$ cat src/hdl/ege_pkg.sv
// ege_pkg: shared types, constants and helpers of the density evaluator
// depends on nothing; imported by every module of the block
package ege_pkg;

    localparam int CFG_IDX_W = 2;
    localparam int CFG_DATA_W = 32;

    localparam logic [CFG_IDX_W-1:0] REG_PEAK_MEAN    = 2'd0;
    localparam logic [CFG_IDX_W-1:0] REG_PEAK_WIDTH   = 2'd1;
    localparam logic [CFG_IDX_W-1:0] REG_SWITCH_POINT = 2'd2;

    localparam logic [29:0] LN2_Q30   = 30'd744261118;
    localparam logic [30:0] LOG2E_Q30 = 31'd1549082005;
    localparam logic [63:0] PROD_CAP  = 64'h4000_0000_0000_0000;
    localparam logic [31:0] OUT_MAX   = 32'hFFFF_FFFF;

    localparam int QUEUE_DEPTH = 4;
    localparam int QUEUE_AW    = 2;

    // classified sample from the front end
    typedef struct packed {
        logic        tail;
        logic [32:0] diff;
    } ege_item_t;

    // values formed once per configuration change
    typedef struct packed {
        logic [63:0] inv_sigma;
        logic [63:0] beta_scaled;
        logic [63:0] const_off;
    } ege_derived_t;

    // saturate a product magnitude at 2^62
    function automatic logic [62:0] cap_mag(input logic [127:0] v);
        logic [62:0] res;
        if (v > {64'd0, PROD_CAP})
        begin
            res = PROD_CAP[62:0];
        end
        else
        begin
            res = v[62:0];
        end
        return res;
    endfunction

endpackage

$ cat src/hdl/ege_queue.sv
// ege_queue: short register queue between the front end and the arithmetic pipeline
// depends on ege_pkg
module ege_queue (
    input  logic               clk,
    input  logic               rst_n,
    input  logic               push_valid,
    output logic               push_ready,
    input  ege_pkg::ege_item_t push_item,
    output logic               pop_valid,
    input  logic               pop,
    output ege_pkg::ege_item_t pop_item
);
    import ege_pkg::*;

    ege_item_t           slot_reg [QUEUE_DEPTH];
    logic [QUEUE_AW-1:0] wr_ptr_reg, wr_ptr_next;
    logic [QUEUE_AW-1:0] rd_ptr_reg, rd_ptr_next;
    logic [QUEUE_AW:0]   count_reg, count_next;
    logic                do_push, do_pop;

    assign push_ready = (count_reg != (QUEUE_AW + 1)'(QUEUE_DEPTH));
    assign pop_valid  = (count_reg != '0);
    assign do_push    = push_valid && push_ready;
    assign do_pop     = pop && pop_valid;
    assign pop_item   = slot_reg[rd_ptr_reg];

    always_comb
    begin
        wr_ptr_next = do_push ? wr_ptr_reg + QUEUE_AW'(1) : wr_ptr_reg;
        rd_ptr_next = do_pop ? rd_ptr_reg + QUEUE_AW'(1) : rd_ptr_reg;
        count_next  = count_reg + (QUEUE_AW + 1)'(do_push) - (QUEUE_AW + 1)'(do_pop);
    end

    always_ff @(posedge clk or negedge rst_n)
    begin
        if (!rst_n)
        begin
            wr_ptr_reg <= '0;
            rd_ptr_reg <= '0;
            count_reg  <= '0;
        end
        else
        begin
            wr_ptr_reg <= wr_ptr_next;
            rd_ptr_reg <= rd_ptr_next;
            count_reg  <= count_next;
        end
    end

    always_ff @(posedge clk)
    begin
        if (do_push)
        begin
            slot_reg[wr_ptr_reg] <= push_item;
        end
    end

endmodule

$ cat config.mk
export PLATFORM = sky130hd
export DESIGN_NAME = ege_queue
export DESIGN_NICKNAME = d
export VERILOG_FILES = /design/src/hdl/ege_pkg.sv /design/src/hdl/ege_queue.sv
export SDC_FILE = /design/constraint.sdc
export NUM_CORES = 1
export LEC_CHECK = 0
export ABC_AREA = 1
export BUFFER_PORTS_ARGS = -buffer_cell sky130_fd_sc_hd__buf_2
export CAP_MARGIN = 20
export CORE_ASPECT_RATIO = 1.75
export CORE_MARGIN = 2
export CORE_UTILIZATION = 50
export CTS_BUF_LIST = sky130_fd_sc_hd__clkbuf_8
export DETAILED_ROUTE_END_ITERATION = 12
export PLACE_DENSITY_LB_ADDON = 0.2
export SLEW_MARGIN = 20
export SYNTH_ARGS = -nofsm -noshare
export SYNTH_HDL_FRONTEND = slang
export SYNTH_SLANG_ARGS = --single-unit
export TNS_END_PERCENT = 5
$ cat constraint.sdc
create_clock -name clk -period 2.6 [get_ports clk]
set_input_delay 0.52 -clock clk [delete_from_list [all_inputs] [get_ports clk]]
set_output_delay 0.52 -clock clk [all_outputs]
set_load 0.02 [all_outputs]
; Yosys cells after proc, flatten, opt, wreduce, memory -nomap -nowiden
; Memories as Yosys holds them, arrays and structs flattened.
; Cells that the tools add are included.
[word_totals]
ff_bits = 7
mem_bits_rw = 136
input_bits = 38
out_inout_bits = 36
mem_count = 1
[memory_table]
columns = memory, depth, width, rd, rd_ports_with_merged_regs, wr, line
row1 = slot_reg, 4, 34, 1, 0, 1, ege_queue.sv:15  ; ege_item_t slot_reg [QUEUE_DEPTH];
[op_classes]
addsub = 4
n_eq_ne = 1
n_mux = 2
reduce_logical = 3
[op_table]
columns = operator, n
row1 = $add 2x1->2 const B, 2
row2 = $add 3x1->3, 1
row3 = $ne 3x3->1 const B, 1
row4 = $reduce_bool 3->1, 1
row5 = $sub 3x1->3, 1
row6 = $logic_and 1x1->1, 2
row7 = $mux 1, 2

; Longest topological paths before layout
[logic_depth]
word_depth = 4
ltp_mapped = 12
depth_no_buf = 12

; Worst setup path before layout
; No wires, ideal clock.
[synth_path]
kind = reg-to-reg
from = register count_reg[1]
to = memory slot_reg[0][0] (netlist bit), enable pin
setup_time_ns = 0.425
t_arrival_ns = 2.327
setup_slack_ns = -0.152
path_stages_with_launch = 5
n_path_buf = 0
path_cell_list = dfrtp_1 nor2_1 nand2_1 nand2_1 nor2_1
[synth_between]
elab_chain_len = 4
[synth_lines]
columns = element, line
row1 = start: declaration, ege_queue.sv:18  ; logic [QUEUE_AW:0] count_reg, count_next;
row2 = start signal: assignment, ege_queue.sv:46  ; count_reg <= count_next;
row3 = $ne 3x3->1, ege_queue.sv:21  ; assign push_ready = (count_reg != (QUEUE_AW + 1)'(QUEUE_DEPTH));
row4 = named net push_ready, ege_queue.sv:7  ; output logic push_ready,
row5 = $logic_and 1x1->1, ege_queue.sv:23  ; assign do_push = push_valid && push_ready;
row6 = $mux 1, ege_queue.sv:52  ; if (do_push)
row7 = $mux 1 (implied by the code), ege_queue.sv:54  ; slot_reg[wr_ptr_reg] <= push_item;
row8 = end: declaration, ege_queue.sv:15
; The timed path passes the listed nets, and every way through them passes these cells.

==> run_results.csv <==
group,metric,value,unit
global_routing,globalRouteTotalUtil,18.73,%
synthesis,synth.area.top_cells,"edfxtp_1 (71%), nand2_1 (7.9%), o21ai_0 (5.1%)",
global_routing,overflow,0,
layout,diodes,0,
synthesis,synth_cells,488,
setup_path,reg2reg_slack,0.50,ns
floorplan,ioPinCount,74,
cts,cts_setup_buffers,0,
layout,layoutNonFillerInstCount,716,
synthesis,ys_seq_elements,143,
run_status,status,"complete, no violations",
timing,final_hold_viol_count,0,
setup_path,path_class,"flop to primary output",
cts,clk_latency,0.42,ns
cts,numCtsBuffers,17,
timing,rsz0062_at_grt,"false",
synthesis,ys_warn_count,0,
layout,final_cell_mix,"edfxtp_1 (136), nand2_1 (121), buf_2 (73)",
floorplan,die_area,12410,sq um
power,p_leak,2.780,nW
route,drc,0,
setup_path,critical_path.max_fanout,47,
layout,area_delta_synth_final,17.17,%
cts,clk_path_buf_depth,2,
timing,maxSlewHeadroom,64.71,%
timing,final_max_slew_viol_count,0,
global_routing,antenna_found_initial,1,
route,first_pass_iters,4,
global_routing,grt_pass1_vias,3700,
route,drt-initial-drc-count,246,
layout,fin_nets,616,
route,routed_via_density,5.024,
setup_path,cp.required,2.08,ns
power,power_density,1164,nW/um^2
cts,ctsHtreeMaxLevel,4,
timing,fmax,417.3,MHz
layout,fillers,902,
synthesis,synth_nets,533,
cts,cts_tree,"yes",
route,wl_per_cell,15.10,microns
place,port_buffers,73,
layout,layout_commonest_cell,"edfxtp_1",
run,cap_violations,0,
route,wl,10810,microns
floorplan,die_height,145.9,microns
setup_path,startpoint_type,"flop",
timing,post-route-period-util,92.17,%
synthesis,ys_seq_area_share,74.08,%
place,post-place-cells,683,
cts,cts.sinks,143,
timing,finalClockSkew,0.007398,ns
synthesis,post_synth_num_cell_types,16,
global_routing,grt_pass1_wl,17780,microns
global_routing,grt_max_degree,48,
place,hpwlAfterDp,6696,microns
timing,period_minus_slack,2.396,ns
layout,largest_reg_flops,136,
floorplan,core,11170,sq um
synthesis,avgSynthCellArea,11.78,sq um
route,vias,3597,
floorplan,initial_core_util,51.48,%
layout,drive_gt1_share,20.38,%
cts,clk_pin_slew,0.07,ns
place,gp_congestion,0.7262,
worst_hold_path,hold_class,"input pin to flop",
cts,cts-root-buf,"clkbuf_8",
timing,hold_slack,0.3131,ns
timing,setup_violations,0,
synthesis,yosys.area.top_type_share,71.03,%
setup_path,cp-end-kind,"primary output",
floorplan,rows,51,
synthesis,synth_area,5749,sq um
floorplan,die_x,85.06,microns
route,detail-route-antenna-nets,0,
timing,worst_slew_pin_slew,0.5281,ns
power,ir_drop,644.7,uV
setup_path,cp.arrival,1.88,ns
synthesis,yosysTopAreaCell,"edfxtp_1",
routing by layer:
layer	up-vias	GRT usage (%)	wire length, microns
met1	1716	21.47	4185
met2	80	32.34	5930
met4	2	6.825	143
li1	1789	-	-
met5	-	0	16
met3	10	6.069	536
repair_timing:
action | 4_1_cts | 5_1_grt
endpoints found under the setup margin | 22 | 9
hold buffers | 1 | 0
pin swaps | 0 | 0
cloned | 0 | 0
endpoints found under the hold margin | 7 | 0
gates resized for setup | 3 | 3
Yosys cell counts:
library cell / instances
edfxtp_1: 136
nand3_1: 5
fa_1: 1
inv_1: 48
dfrtp_1: 7
clkinv_1: 1
nand2_1: 121
inv_2: 1
ha_1: 6
buf_6: 1
o21ai_0: 59
clkbuf_1: 10
o21ai_1: 9
nor2_1: 73
buf_4: 6
buf_2: 4
critical path: stages (launching register included):
cell     delay, ns
dfrtp_4       0.63
buf_12        0.25
nor2_1        0.07
nor2_1        0.10
o21ai_0       0.12
nand2_1       0.10
buf_2         0.16
final cells by class:
type	count	area [sq um]	share of cell area, %
flip-flops and latches	143	4263	63.28
multi-input cells	274	1219	18.09
repair buffers	85	511.7	7.597
clock buffers	17	234.0	3.473
inverters	50	190.2	2.823
well taps	132	165.2	2.452
clock inverters	15	153.9	2.285
power breakdown:
| part | internal [mW] | total [mW] | switching, mW |
|---|---|---|---|
| sequential | 3.04 | 3.23 | 0.193 |
| combinational | 0.918 | 2.92 | 2.01 |
| clock | 0.926 | 1.69 | 0.761 |
| total | 4.88 | 7.84 | 2.96 |
worst paths after layout:
path / start / endpoint / cells after the start
worst max-delay path: rd_ptr_reg[0] / pop_item[21] / 6
worst min-delay path: push_item[15] / slot_reg[1][15] / 1
worst max register to register: count_reg[1] / count_reg[2] / 11
worst min register to register: rd_ptr_reg[1] / rd_ptr_reg[1] / 2
max in group asynchronous: rst_n / rd_ptr_reg[0] / 2
min in group asynchronous: rst_n / wr_ptr_reg[1] / 2
through the flow:
step / area, sq um / util [%] / worst slack (ns) / TNS, ns / power [mW]
4_1_cts: 6724 / 60.21 / 0.09076 / 0 / 7.929
3_5_place_dp: 6317 / 56.57 / 0.3479 / 0 / 6.220
6_report: 6736 / 60.32 / 0.2037 / 0 / 7.844
5_1_grt: 6736 / 60.32 / 0.04782 / 0 / 8.392
2_1_floorplan: 5749 / - / -0.1519 / -20.66 / 5.242
3_3_place_gp: 6317 / 56.57 / 0.4321 / 0 / 6.124
cell families (layout without fill, tap and decap cells):
group	count (synthesis)	in the layout	synth area share, %
compound gates	68	68	5.919
flops	143	143	74.08
fa+ha+maj	7	7	1.654
simple gates	199	199	13.10
buf+inv	71	167	5.245
Power figures use the tool's default switching activity.
